==> config.mk <==
export PLATFORM = sky130hd
export DESIGN_NAME = keyed_entry_table_with_aging_unit
export DESIGN_NICKNAME = d
export VERILOG_FILES = /design/src/design/keta_pkg.sv /design/src/design/keyed_entry_table_with_aging_unit.sv /design/src/design/keta_ram.sv /design/src/design/keta_key_cam.sv
export VERILOG_INCLUDE_DIRS = /design/src /design/src/design
export SDC_FILE = /design/constraint.sdc
export NUM_CORES = 2
export LEC_CHECK = 0
export CORE_MARGIN = 4
export CORE_UTILIZATION = 55
export DETAILED_ROUTE_END_ITERATION = 6
export DONT_BUFFER_PORTS = 1
export PLACE_DENSITY = 0.81
export SETUP_SLACK_MARGIN = 0.1
export SYNTH_ARGS = -nofsm -noshare
export SYNTH_HDL_FRONTEND = slang
export SYNTH_SLANG_ARGS = --single-unit
==> constraint.sdc <==
create_clock -name i_clk -period 10.41 [get_ports i_clk]
set_input_delay 2.082 -clock i_clk [delete_from_list [all_inputs] [get_ports i_clk]]
set_output_delay 2.082 -clock i_clk [all_outputs]
set_load 0.02 [all_outputs]
==> src/design/keyed_entry_table_with_aging_unit_macros.svh <==
// Assertion macros shared by the keyed entry table RTL.
`ifndef KEYED_ENTRY_TABLE_WITH_AGING_UNIT_MACROS_SVH
`define KEYED_ENTRY_TABLE_WITH_AGING_UNIT_MACROS_SVH
`ifndef SYNTHESIS
// Check a same-cycle implication, quiet while reset is held.
`define KETA_ASSERT(lbl, clk, rst_n, prop, msg) \
    lbl: assert property (@(posedge clk) disable iff (!rst_n) prop) else $error(msg);
// Check that a condition in one cycle leads to a consequence in the next.
`define KETA_ASSERT_NEXT(lbl, clk, rst_n, ante, cons, msg) \
    lbl: assert property (@(posedge clk) disable iff (!rst_n) (ante) |=> (cons)) else $error(msg);
`else
`define KETA_ASSERT(lbl, clk, rst_n, prop, msg)
`define KETA_ASSERT_NEXT(lbl, clk, rst_n, ante, cons, msg)
`endif
`endif

==> src/design/keta_pkg.sv <==
// Shared types and constants for the keyed entry table with aging.
`timescale 1ns / 1ps

package keta_pkg;

    localparam int KEY_W    = 16;
    localparam int SLOT_W   = 4;
    localparam int COUNT_W  = 5;
    localparam int CFG_W    = 32;
    localparam logic [CFG_W-1:0] TIMEOUT_RESET = 32'd3;

    typedef enum logic [1:0] {
        REQ_UPDATE = 2'd0,
        REQ_JOINT  = 2'd1,
        REQ_LOOKUP = 2'd2,
        REQ_TICK   = 2'd3
    } t_req;

    typedef enum logic [2:0] {
        STS_UPDATED   = 3'd0,
        STS_ALLOCATED = 3'd1,
        STS_DROPPED   = 3'd2,
        STS_HIT       = 3'd3,
        STS_MISS      = 3'd4,
        STS_TICK_DONE = 3'd5
    } t_status;

    typedef enum logic [2:0] {
        S_IDLE   = 3'd0,
        S_MATCH  = 3'd1,
        S_FIND   = 3'd2,
        S_ACCESS = 3'd3,
        S_SWEEP  = 3'd4,
        S_REPLY  = 3'd5
    } t_state;

    // Commands from the sequencer to the key store.
    typedef struct packed {
        logic search;
        logic alloc;
        logic expire;
    } t_cam_ctl;

    // Search result of the key store.
    typedef struct packed {
        logic hit;
        logic free_any;
    } t_cam_res;

endpackage

==> src/design/keyed_entry_table_with_aging_unit.sv <==
// Top level of the keyed entry table with entry aging.
`timescale 1ns / 1ps
`include "keyed_entry_table_with_aging_unit_macros.svh"
//
// Usage:
//   Input channel (i_in_valid / o_in_stall) carries one request item: update,
//   joint update, lookup or time tick. Output channel (o_out_valid /
//   i_out_stall) returns exactly one result item per request, in order.
//   The config channel (i_cfg_valid / o_cfg_ready) writes timeout_ticks; it is
//   always ready. Write it only while the block is idle; the block does not enforce it.
// Sequencing:
//   Update, joint update and lookup pass a registered key match, a priority
//   encode, a memory access and a reply, in that order.
//   A tick sweeps the stamp memory one entry per cycle through its single read
//   port and then moves to its reply.
//   A new item is accepted in the cycle its predecessor's result is loaded, so
//   no new request or tick is taken before the last one has reached its reply.
// Reset:
//   Synchronous, active low. Clears all valid bits, time to zero and timeout
//   to 3. Key, stamp, flag, payload and joint stores are not cleared.
// Backpressure:
//   The result waits in the output register while i_out_stall is high; the
//   next item is still accepted and processed up to its reply stage.

module keyed_entry_table_with_aging_unit import keta_pkg::*; #(
    parameter int ENTRIES       = 16,
    parameter int PAYLOAD_WIDTH = 64,
    parameter int JOINT_WIDTH   = 64,
    parameter int TIME_WIDTH    = 32
) (
    input  logic                     i_clk,
    input  logic                     i_rst_n,
    // request channel
    input  logic                     i_in_valid,
    output logic                     o_in_stall,
    input  logic [1:0]               i_req_type,
    input  logic [KEY_W-1:0]         i_net_id,
    input  logic                     i_has_payload,
    input  logic                     i_in_game,
    input  logic [PAYLOAD_WIDTH-1:0] i_payload,
    input  logic [JOINT_WIDTH-1:0]   i_joint_data,
    // result channel
    output logic                     o_out_valid,
    input  logic                     i_out_stall,
    output logic [2:0]               o_status,
    output logic [SLOT_W-1:0]        o_slot,
    output logic                     o_out_in_game,
    output logic [PAYLOAD_WIDTH-1:0] o_out_payload,
    output logic [JOINT_WIDTH-1:0]   o_out_joint,
    output logic [COUNT_W-1:0]       o_expired_count,
    // configuration channel
    input  logic                     i_cfg_valid,
    output logic                     o_cfg_ready,
    input  logic [CFG_W-1:0]         i_cfg_data
);

    localparam int IDX_W  = $clog2(ENTRIES);
    localparam int SCAN_W = $clog2(ENTRIES + 1);
    localparam int META_W = TIME_WIDTH + 1;
    localparam int CMP_W  = (TIME_WIDTH > CFG_W) ? TIME_WIDTH : CFG_W;

    // sequencer
    t_state r_state, n_state;
    logic   w_accept;
    logic   w_out_free;
    logic   w_out_load;

    // captured request
    t_req                     r_req;
    logic [KEY_W-1:0]         r_net_id;
    logic                     r_has_payload;
    logic                     r_in_game;
    logic [PAYLOAD_WIDTH-1:0] r_payload;
    logic [JOINT_WIDTH-1:0]   r_joint_data;

    // global state
    logic [TIME_WIDTH-1:0] r_time;
    logic [CFG_W-1:0]      r_timeout;

    // resolved entry
    t_status          r_status, n_status;
    logic [IDX_W-1:0] r_idx, n_idx;
    logic             r_found, n_found;

    // tick sweep
    logic [SCAN_W-1:0]  r_scan;
    logic               r_chk_valid;
    logic [IDX_W-1:0]   r_chk_idx;
    logic [SCAN_W-1:0]  r_count;
    logic               w_issue;
    logic               w_expire;
    logic [TIME_WIDTH-1:0] w_age;

    // key store
    t_cam_ctl           w_cam_ctl;
    t_cam_res           w_cam_res;
    logic [IDX_W-1:0]   w_hit_idx;
    logic [IDX_W-1:0]   w_free_idx;
    logic [ENTRIES-1:0] w_valid_vec;

    // memories
    logic                     w_meta_we;
    logic                     w_meta_re;
    logic [IDX_W-1:0]         w_meta_raddr;
    logic [META_W-1:0]        w_meta_rdata;
    logic                     w_pl_we;
    logic                     w_jt_we;
    logic                     w_data_re;
    logic [PAYLOAD_WIDTH-1:0] w_pl_rdata;
    logic [JOINT_WIDTH-1:0]   w_jt_rdata;

    // output register
    logic                     r_out_valid;
    t_status                  r_o_status;
    logic [SLOT_W-1:0]        r_o_slot;
    logic                     r_o_in_game;
    logic [PAYLOAD_WIDTH-1:0] r_o_payload;
    logic [JOINT_WIDTH-1:0]   r_o_joint;
    logic [COUNT_W-1:0]       r_o_expired;

    // ---------------------------------------------------------------- handshake
    // Take a new item when idle, or in the reply cycle that frees the pipeline.
    assign w_out_free = !r_out_valid || !i_out_stall;
    assign o_in_stall = !((r_state == S_IDLE) || ((r_state == S_REPLY) && w_out_free));
    assign w_accept   = i_in_valid && !o_in_stall;
    assign o_cfg_ready = 1'b1;

    // ---------------------------------------------------------------- sequencer
    always_ff @(posedge i_clk) begin
        if (!i_rst_n) begin
            r_state <= S_IDLE;
        end else begin
            r_state <= n_state;
        end
    end

    always_comb begin
        n_state    = r_state;
        w_out_load = 1'b0;
        unique case (r_state)
            S_IDLE: begin
                if (w_accept) begin
                    n_state = (t_req'(i_req_type) == REQ_TICK) ? S_SWEEP : S_MATCH;
                end
            end
            S_MATCH:  n_state = S_FIND;
            S_FIND:   n_state = S_ACCESS;
            S_ACCESS: n_state = S_REPLY;
            S_SWEEP: begin
                // leave once the last stamp read has been checked
                if ((r_scan == SCAN_W'(ENTRIES)) && r_chk_valid) begin
                    n_state = S_REPLY;
                end
            end
            S_REPLY: begin
                if (w_out_free) begin
                    w_out_load = 1'b1;
                    if (w_accept) begin
                        n_state = (t_req'(i_req_type) == REQ_TICK) ? S_SWEEP : S_MATCH;
                    end else begin
                        n_state = S_IDLE;
                    end
                end
            end
            default: n_state = S_IDLE;
        endcase
    end

    // ---------------------------------------------------------------- request capture
    always_ff @(posedge i_clk) begin
        if (w_accept) begin
            r_req         <= t_req'(i_req_type);
            r_net_id      <= i_net_id;
            r_has_payload <= i_has_payload;
            r_in_game     <= i_in_game;
            r_payload     <= i_payload;
            r_joint_data  <= i_joint_data;
        end
    end

    // Advance time on tick accept, so the sweep sees the new time.
    always_ff @(posedge i_clk) begin
        if (!i_rst_n) begin
            r_time    <= '0;
            r_timeout <= TIMEOUT_RESET;
        end else begin
            if (w_accept && (t_req'(i_req_type) == REQ_TICK)) begin
                r_time <= r_time + 1'b1;
            end
            if (i_cfg_valid && o_cfg_ready) begin
                r_timeout <= i_cfg_data;
            end
        end
    end

    // ---------------------------------------------------------------- key store
    always_comb begin
        w_cam_ctl        = '0;
        w_cam_ctl.search = (r_state == S_MATCH);
        w_cam_ctl.alloc  = (r_state == S_ACCESS) && r_found && (r_status == STS_ALLOCATED);
        w_cam_ctl.expire = w_expire;
    end

    keta_key_cam #(
        .ENTRIES (ENTRIES)
    ) u_cam (
        .i_clk        (i_clk),
        .i_rst_n      (i_rst_n),
        .i_ctl        (w_cam_ctl),
        .i_key        (r_net_id),
        .i_alloc_idx  (r_idx),
        .i_expire_idx (r_chk_idx),
        .o_res        (w_cam_res),
        .o_hit_idx    (w_hit_idx),
        .o_free_idx   (w_free_idx),
        .o_valid      (w_valid_vec)
    );

    // ---------------------------------------------------------------- resolve entry
    // Existing key first, else the lowest free entry for an update.
    always_comb begin
        n_status = STS_MISS;
        n_idx    = '0;
        n_found  = 1'b0;
        unique case (r_req)
            REQ_UPDATE: begin
                if (w_cam_res.hit) begin
                    n_status = STS_UPDATED;
                    n_idx    = w_hit_idx;
                    n_found  = 1'b1;
                end else if (w_cam_res.free_any) begin
                    n_status = STS_ALLOCATED;
                    n_idx    = w_free_idx;
                    n_found  = 1'b1;
                end else begin
                    n_status = STS_DROPPED;
                end
            end
            REQ_JOINT: begin
                if (w_cam_res.hit) begin
                    n_status = STS_UPDATED;
                    n_idx    = w_hit_idx;
                    n_found  = 1'b1;
                end
            end
            REQ_LOOKUP: begin
                if (w_cam_res.hit) begin
                    n_status = STS_HIT;
                    n_idx    = w_hit_idx;
                    n_found  = 1'b1;
                end
            end
            REQ_TICK: n_status = STS_TICK_DONE;
            default:  n_status = STS_MISS;
        endcase
    end

    always_ff @(posedge i_clk) begin
        if (!i_rst_n) begin
            r_found  <= 1'b0;
            r_status <= STS_MISS;
        end else if (w_accept) begin
            r_found  <= 1'b0;
            r_status <= STS_TICK_DONE;
        end else if (r_state == S_FIND) begin
            r_found  <= n_found;
            r_status <= n_status;
        end
    end

    always_ff @(posedge i_clk) begin
        if (r_state == S_FIND) begin
            r_idx <= n_idx;
        end
    end

    // ---------------------------------------------------------------- memories
    // Stamp and flag share one word; the sweep and the access stage share its read port.
    assign w_issue      = (r_state == S_SWEEP) && (r_scan != SCAN_W'(ENTRIES));
    assign w_meta_we    = (r_state == S_ACCESS) && r_found && (r_req == REQ_UPDATE);
    assign w_meta_re    = (r_state == S_ACCESS) || w_issue;
    assign w_meta_raddr = (r_state == S_SWEEP) ? r_scan[IDX_W-1:0] : r_idx;
    assign w_pl_we      = w_meta_we && r_has_payload;
    assign w_jt_we      = (r_state == S_ACCESS) && r_found && (r_req == REQ_JOINT);
    assign w_data_re    = (r_state == S_ACCESS);

    keta_ram #(
        .DEPTH (ENTRIES),
        .WIDTH (META_W)
    ) u_meta_ram (
        .i_clk   (i_clk),
        .i_we    (w_meta_we),
        .i_waddr (r_idx),
        .i_wdata ({r_in_game, r_time}),
        .i_re    (w_meta_re),
        .i_raddr (w_meta_raddr),
        .o_rdata (w_meta_rdata)
    );

    keta_ram #(
        .DEPTH (ENTRIES),
        .WIDTH (PAYLOAD_WIDTH)
    ) u_payload_ram (
        .i_clk   (i_clk),
        .i_we    (w_pl_we),
        .i_waddr (r_idx),
        .i_wdata (r_payload),
        .i_re    (w_data_re),
        .i_raddr (r_idx),
        .o_rdata (w_pl_rdata)
    );

    keta_ram #(
        .DEPTH (ENTRIES),
        .WIDTH (JOINT_WIDTH)
    ) u_joint_ram (
        .i_clk   (i_clk),
        .i_we    (w_jt_we),
        .i_waddr (r_idx),
        .i_wdata (r_joint_data),
        .i_re    (w_data_re),
        .i_raddr (r_idx),
        .o_rdata (w_jt_rdata)
    );

    // ---------------------------------------------------------------- tick sweep
    // One stamp read per cycle; check the entry read in the previous cycle.
    assign w_age    = r_time - w_meta_rdata[TIME_WIDTH-1:0];
    assign w_expire = (r_state == S_SWEEP) && r_chk_valid && w_valid_vec[r_chk_idx]
                      && (CMP_W'(w_age) > CMP_W'(r_timeout));

    always_ff @(posedge i_clk) begin
        if (!i_rst_n) begin
            r_scan      <= '0;
            r_chk_valid <= 1'b0;
            r_count     <= '0;
        end else if (w_accept) begin
            r_scan      <= '0;
            r_chk_valid <= 1'b0;
            r_count     <= '0;
        end else if (r_state == S_SWEEP) begin
            if (w_issue) begin
                r_scan <= r_scan + 1'b1;
            end
            r_chk_valid <= w_issue;
            if (w_expire) begin
                r_count <= r_count + 1'b1;
            end
        end
    end

    always_ff @(posedge i_clk) begin
        if (w_issue) begin
            r_chk_idx <= r_scan[IDX_W-1:0];
        end
    end

    // ---------------------------------------------------------------- output register
    always_ff @(posedge i_clk) begin
        if (!i_rst_n) begin
            r_out_valid <= 1'b0;
        end else if (w_out_load) begin
            r_out_valid <= 1'b1;
        end else if (!i_out_stall) begin
            r_out_valid <= 1'b0;
        end
    end

    always_ff @(posedge i_clk) begin
        if (w_out_load) begin
            r_o_status  <= (r_req == REQ_TICK) ? STS_TICK_DONE : r_status;
            r_o_slot    <= r_found ? SLOT_W'(r_idx) : '0;
            // an update reports the flag it just wrote; others report the stored one
            r_o_in_game <= r_found && ((r_req == REQ_UPDATE) ? r_in_game
                                                            : w_meta_rdata[TIME_WIDTH]);
            r_o_payload <= (r_found && (r_req == REQ_LOOKUP)) ? w_pl_rdata : '0;
            r_o_joint   <= (r_found && (r_req == REQ_LOOKUP)) ? w_jt_rdata : '0;
            r_o_expired <= (r_req == REQ_TICK) ? COUNT_W'(r_count) : '0;
        end
    end

    assign o_out_valid     = r_out_valid;
    assign o_status        = r_o_status;
    assign o_slot          = r_o_slot;
    assign o_out_in_game   = r_o_in_game;
    assign o_out_payload   = r_o_payload;
    assign o_out_joint     = r_o_joint;
    assign o_expired_count = r_o_expired;

    `KETA_ASSERT(a_sweep_drain, i_clk, i_rst_n, (((r_state == S_SWEEP) && (r_scan == SCAN_W'(ENTRIES))) |-> r_chk_valid), "sweep ended without last check")
    `KETA_ASSERT(a_found_live, i_clk, i_rst_n, (((r_state == S_ACCESS) && r_found && (r_status != STS_ALLOCATED)) |-> w_valid_vec[r_idx]), "resolved entry not valid")
    `KETA_ASSERT(a_miss_blank, i_clk, i_rst_n, ((o_out_valid && ((o_status == STS_MISS) || (o_status == STS_DROPPED) || (o_status == STS_TICK_DONE))) |-> ((o_slot == '0) && !o_out_in_game && (o_out_payload == '0))), "miss result carries data")
    `KETA_ASSERT(a_count_tick, i_clk, i_rst_n, ((o_out_valid && (o_status != STS_TICK_DONE)) |-> (o_expired_count == '0)), "expired count outside tick")

endmodule

==> src/design/keta_ram.sv <==
// Simple dual-port synchronous RAM, one write and one registered read per cycle.
`timescale 1ns / 1ps

module keta_ram #(
    parameter int DEPTH = 16,
    parameter int WIDTH = 8,
    localparam int ADDR_W = $clog2(DEPTH)
) (
    input  logic              i_clk,
    input  logic              i_we,
    input  logic [ADDR_W-1:0] i_waddr,
    input  logic [WIDTH-1:0]  i_wdata,
    input  logic              i_re,
    input  logic [ADDR_W-1:0] i_raddr,
    output logic [WIDTH-1:0]  o_rdata
);

    logic [WIDTH-1:0] r_mem [DEPTH];
    logic [WIDTH-1:0] r_rdata;

    always_ff @(posedge i_clk) begin
        if (i_we) begin
            r_mem[i_waddr] <= i_wdata;
        end
    end

    always_ff @(posedge i_clk) begin
        if (i_re) begin
            r_rdata <= r_mem[i_raddr];
        end
    end

    assign o_rdata = r_rdata;

endmodule

==> src/design/keta_key_cam.sv <==
// Key store with valid bits, parallel key match and lowest-index encoders.
`timescale 1ns / 1ps
`include "keyed_entry_table_with_aging_unit_macros.svh"

module keta_key_cam import keta_pkg::*; #(
    parameter int ENTRIES = 16,
    localparam int IDX_W = $clog2(ENTRIES)
) (
    input  logic               i_clk,
    input  logic               i_rst_n,
    input  t_cam_ctl           i_ctl,
    input  logic [KEY_W-1:0]   i_key,
    input  logic [IDX_W-1:0]   i_alloc_idx,
    input  logic [IDX_W-1:0]   i_expire_idx,
    output t_cam_res           o_res,
    output logic [IDX_W-1:0]   o_hit_idx,
    output logic [IDX_W-1:0]   o_free_idx,
    output logic [ENTRIES-1:0] o_valid
);

    logic [ENTRIES-1:0] r_valid;
    logic [KEY_W-1:0]   r_key [ENTRIES];
    logic [ENTRIES-1:0] r_hit_vec;
    logic [ENTRIES-1:0] n_hit_vec;
    logic [ENTRIES-1:0] r_free_vec;

    always_ff @(posedge i_clk) begin
        if (!i_rst_n) begin
            r_valid <= '0;
        end else begin
            if (i_ctl.alloc) begin
                r_valid[i_alloc_idx] <= 1'b1;
            end
            if (i_ctl.expire) begin
                r_valid[i_expire_idx] <= 1'b0;
            end
        end
    end

    always_ff @(posedge i_clk) begin
        if (i_ctl.alloc) begin
            r_key[i_alloc_idx] <= i_key;
        end
    end

    // Compare every stored key in parallel; register the match and free vectors.
    always_comb begin
        for (int i = 0; i < ENTRIES; i++) begin
            n_hit_vec[i] = r_valid[i] && (r_key[i] == i_key);
        end
    end

    always_ff @(posedge i_clk) begin
        if (!i_rst_n) begin
            r_hit_vec  <= '0;
            r_free_vec <= '0;
        end else if (i_ctl.search) begin
            r_hit_vec  <= n_hit_vec;
            r_free_vec <= ~r_valid;
        end
    end

    // Lowest index wins in both encoders.
    always_comb begin
        o_res      = '0;
        o_hit_idx  = '0;
        o_free_idx = '0;
        for (int i = ENTRIES - 1; i >= 0; i--) begin
            if (r_hit_vec[i]) begin
                o_res.hit = 1'b1;
                o_hit_idx = IDX_W'(i);
            end
            if (r_free_vec[i]) begin
                o_res.free_any = 1'b1;
                o_free_idx     = IDX_W'(i);
            end
        end
    end

    assign o_valid = r_valid;

    `KETA_ASSERT(a_key_unique, i_clk, i_rst_n, ($onehot0(r_hit_vec)), "key held by two entries")
    `KETA_ASSERT(a_alloc_free, i_clk, i_rst_n, (i_ctl.alloc |-> !r_valid[i_alloc_idx]), "alloc hit a live entry")
    `KETA_ASSERT_NEXT(a_alloc_sets, i_clk, i_rst_n, i_ctl.alloc, r_valid[$past(i_alloc_idx)], "alloc left entry invalid")

endmodule

==> results_dict.tcl <==
set metrics [dict create \
    status "finished, final reports clean" \
    dr.pass1.iters 5 \
    die_h_um 497 \
    layout_common_cells "edfxtp_1, mux4_2, nand2_1, clkbuf_16, xnor2_1" \
    grt_pass1_vias 68700 \
    fp.dieW_um 497 \
    route.detailed.drc 0 \
    num_vias 67800 \
    finalNonFillerCells 10200 \
    clock-sinks 3421 \
    htree_num_levels 5 \
    grt_use_total_pct 27.1 \
    clk_pin_slew_worst_paths_ns 0.06 \
    cts_tree "done" \
    grt_pass1_wl_um 489000 \
    powerDensity_mw_per_mm2 234 \
    cts_root_buf "clkbuf_16" \
    min_path_type "reg2reg" \
    drv_slew 0 \
    critical_path_arrival_ns 6.13 \
    cts_buffer_depth 4 \
    worstSkewPairLatency_ns 0.99 \
    cts_setup_buffers 0 \
    drive_above_1_share_pct 19.1 \
    viasPerCell 6.65 \
    synthSimpleGateAreaFrac_pct 4.10 \
    hpwlAfterDp_um 163000 \
    yosys.area.top_type_share_pct 75.1 \
    ys_types 69 \
    synthAdderAreaFrac_pct 0.690 \
    start_util_pct 55.3 \
    critPathMaxFanout 19 \
    fmax_mhz 189 \
    synthToLayoutAreaGrowth_pct 11.3 \
    worst_pin_slew_ns 1.29 \
    wl_um 338000 \
    grt_start_max_net_pins 189 \
    critPathMostFrequentCell "a21oi_1" \
    crit_path_cell_trace "inv_1 > ha_1 > inv_1 > fa_1 > a21oi_1 > o22ai_1 > nor2_1 > a2111oi_0 > a211oi_1 > a21oi_1 > xor2_1 > ha_1 > nand4_1 > nor3_1 > nand2_1 > a31oi_1 > o31ai_2 > buf_4 > or4_1 > a21oi_1" \
    yosys.area.top_type "edfxtp_1" \
    cp_data_required_time_ns 11.25 \
    ys_seq_area_share_pct 77.1 \
    yosys_warnings 0 \
    syn-cell-area_mm2 0.132 \
    wire_per_inst_um 33.1 \
    num_rows 179 \
    hold_viol_final 0 \
    final_antenna_net_count 0 \
    fin_util_pct 61.5 \
    synth_xor_area_share_pct 2.13 \
    cts_made_buffers 347 \
    synth.area.top_cells "edfxtp_1, mux4_2, dfxtp_1" \
    setup_viol 0 \
    crit_path_end_kind "register" \
    ios 329 \
    coreArea_mm2 0.238 \
    drt_iter0_markers 9787 \
    ctsHoldBuffers 0 \
    syn_nets 6870 \
    die_area_mm2 0.247 \
    clock_skew_ns 0.0937 \
    synth_top_family_by_area "multiplexers" \
    critPathBufInv 3 \
    totalNegativeSetupSlack_ns 0 \
    grt.overflow.total 0 \
    place_congestion 0.874 \
    syn_inst 6613 \
    fin_crit_ns 5.29 \
    worstSetupPathType "reg2reg" \
    synth_mux_area_share_pct 11.4 \
    power.leakage_nw 46.3 \
    ys_async_sr_fraction_pct 0 \
    slowest_stage "a211oi_1" \
    rsz0062_at_grt "false" \
    fin_crit_sh_pct 50.8 \
    port_buffers 0 \
    relSlewSlack_pct 14.3 \
    ys_ff_latch 3421 \
    worstSetupStartpointType "register" \
    ys.flop_type "edfxtp_1" \
    antenna_found_initial 41 \
    dp.cells 9572 \
    crit_family "compound AO/OA/AOI/OAI gates" \
    synth_compound_area_share_pct 3.15 \
    ir_worst_vdd_mv 0.204 \
    fin_nets 7011 \
    synth.avg_cell_area_um2 19.9 \
    cts_resized 0 \
    synth_edf_count 3290 \
    final_common_cell "edfxtp_1" \
    slowest_delay_ns 0.50 \
    cap_violations 0 \
]
-- metal layers --
layer / track usage [%] / part of all wire [%] / up-vias
met3: 5.18 / 9.6 / 781
met1: 35.4 / 35 / 35300
met2: 45.6 / 51 / 4753
met4: 10.5 / 4.2 / 16
li1: - / - / 27000
met5: 0 / 0.031 / -
-- power breakdown --
group / leakage [nW] / internal (mW) / switching (mW)
Combinational: 10.6 / 2.03 / 3.06
Clock: 5.27 / 6.88 / 5.21
Sequential: 30.4 / 16.3 / 0.851
Total: 46.3 / 25.2 / 9.12
-- synthesized netlist by cell type, types with 87 or more instances --
cell type / n
dfxtp_1: 131
a211oi_1: 173
clkbuf_1: 208
xnor2_1: 255
and2_1: 124
edfxtp_1: 3290
mux4_2: 640
buf_2: 87
and3_1: 142
nand2_1: 360
a21oi_1: 136
nor2_1: 127
-- cell type report --
class | count | area (um^2)
Clock inverter | 173 | 1640
Inverter | 82 | 308
Sequential cell | 3421 | 101000
Fill cell | 15300 | 91600
Timing Repair Buffer | 150 | 1250
Antenna cell | 29 | 72.6
Clock buffer | 430 | 9110
Tap cell | 3167 | 3960
Multi-Input combinational cell | 2752 | 28700
-- worst min-delay path, delay by kind of cell (launching register included) --
family / cells / cell delay [ns]
DFF: 1 / 0.34
AOI/OAI and AO/OA: 1 / 0.06
and+or+nand+nor: 1 / 0.06
-- state kept, by name, summed over array words and instances (netlist names), 16 cells and up --
signal	cells
o_out_joint	64
o_out_payload	64
r_joint_data	64
r_net_id	16
r_payload	64
r_time	32
r_timeout	32
u_cam.o_valid	16
u_cam.r_free_vec	16
u_cam.r_hit_vec	16
u_cam.r_key	256
u_joint_ram.o_rdata	64
u_joint_ram.r_mem	1024
u_meta_ram.o_rdata	33
u_meta_ram.r_mem	528
u_payload_ram.o_rdata	64
u_payload_ram.r_mem	1024
-- cell families (layout without fill, tap and decap cells) --
logic type      Yosys count  in the layout
flops                  3421           3421
xor+xnor                320            320
buf+inv                 440            835
other cells               1             30
simple gates           1063           1063
mux                     688            688
compound gates          608            608
fa+ha+maj                72             72
-- final timing paths --
kind	start	to	slack [ns]	cells after the start
min	u_cam.r_hit_vec[14]	u_cam.r_hit_vec[14]	0.51	2
max	r_time[0]	r_count[3]	5.12	20
min reg2reg	u_cam.r_hit_vec[14]	u_cam.r_hit_vec[14]	0.51	2
max reg2reg	r_time[0]	r_count[3]	5.12	20
-- metrics by stage --
stage	total power, mW	instance area (um^2)	hold WS, ns	setup slack [ns]
global route	35.5	146000	0.536	4.95
CTS	34.4	146000	0.499	5.31
finish	34.3	146000	0.509	5.12
detailed placement	22.3	136000	0.490	5.36
global placement	22.1	136000	0.475	5.35
floorplan	20.9	132000	0.447	0.837
Note: power is estimated with default switching activity, not from simulation.
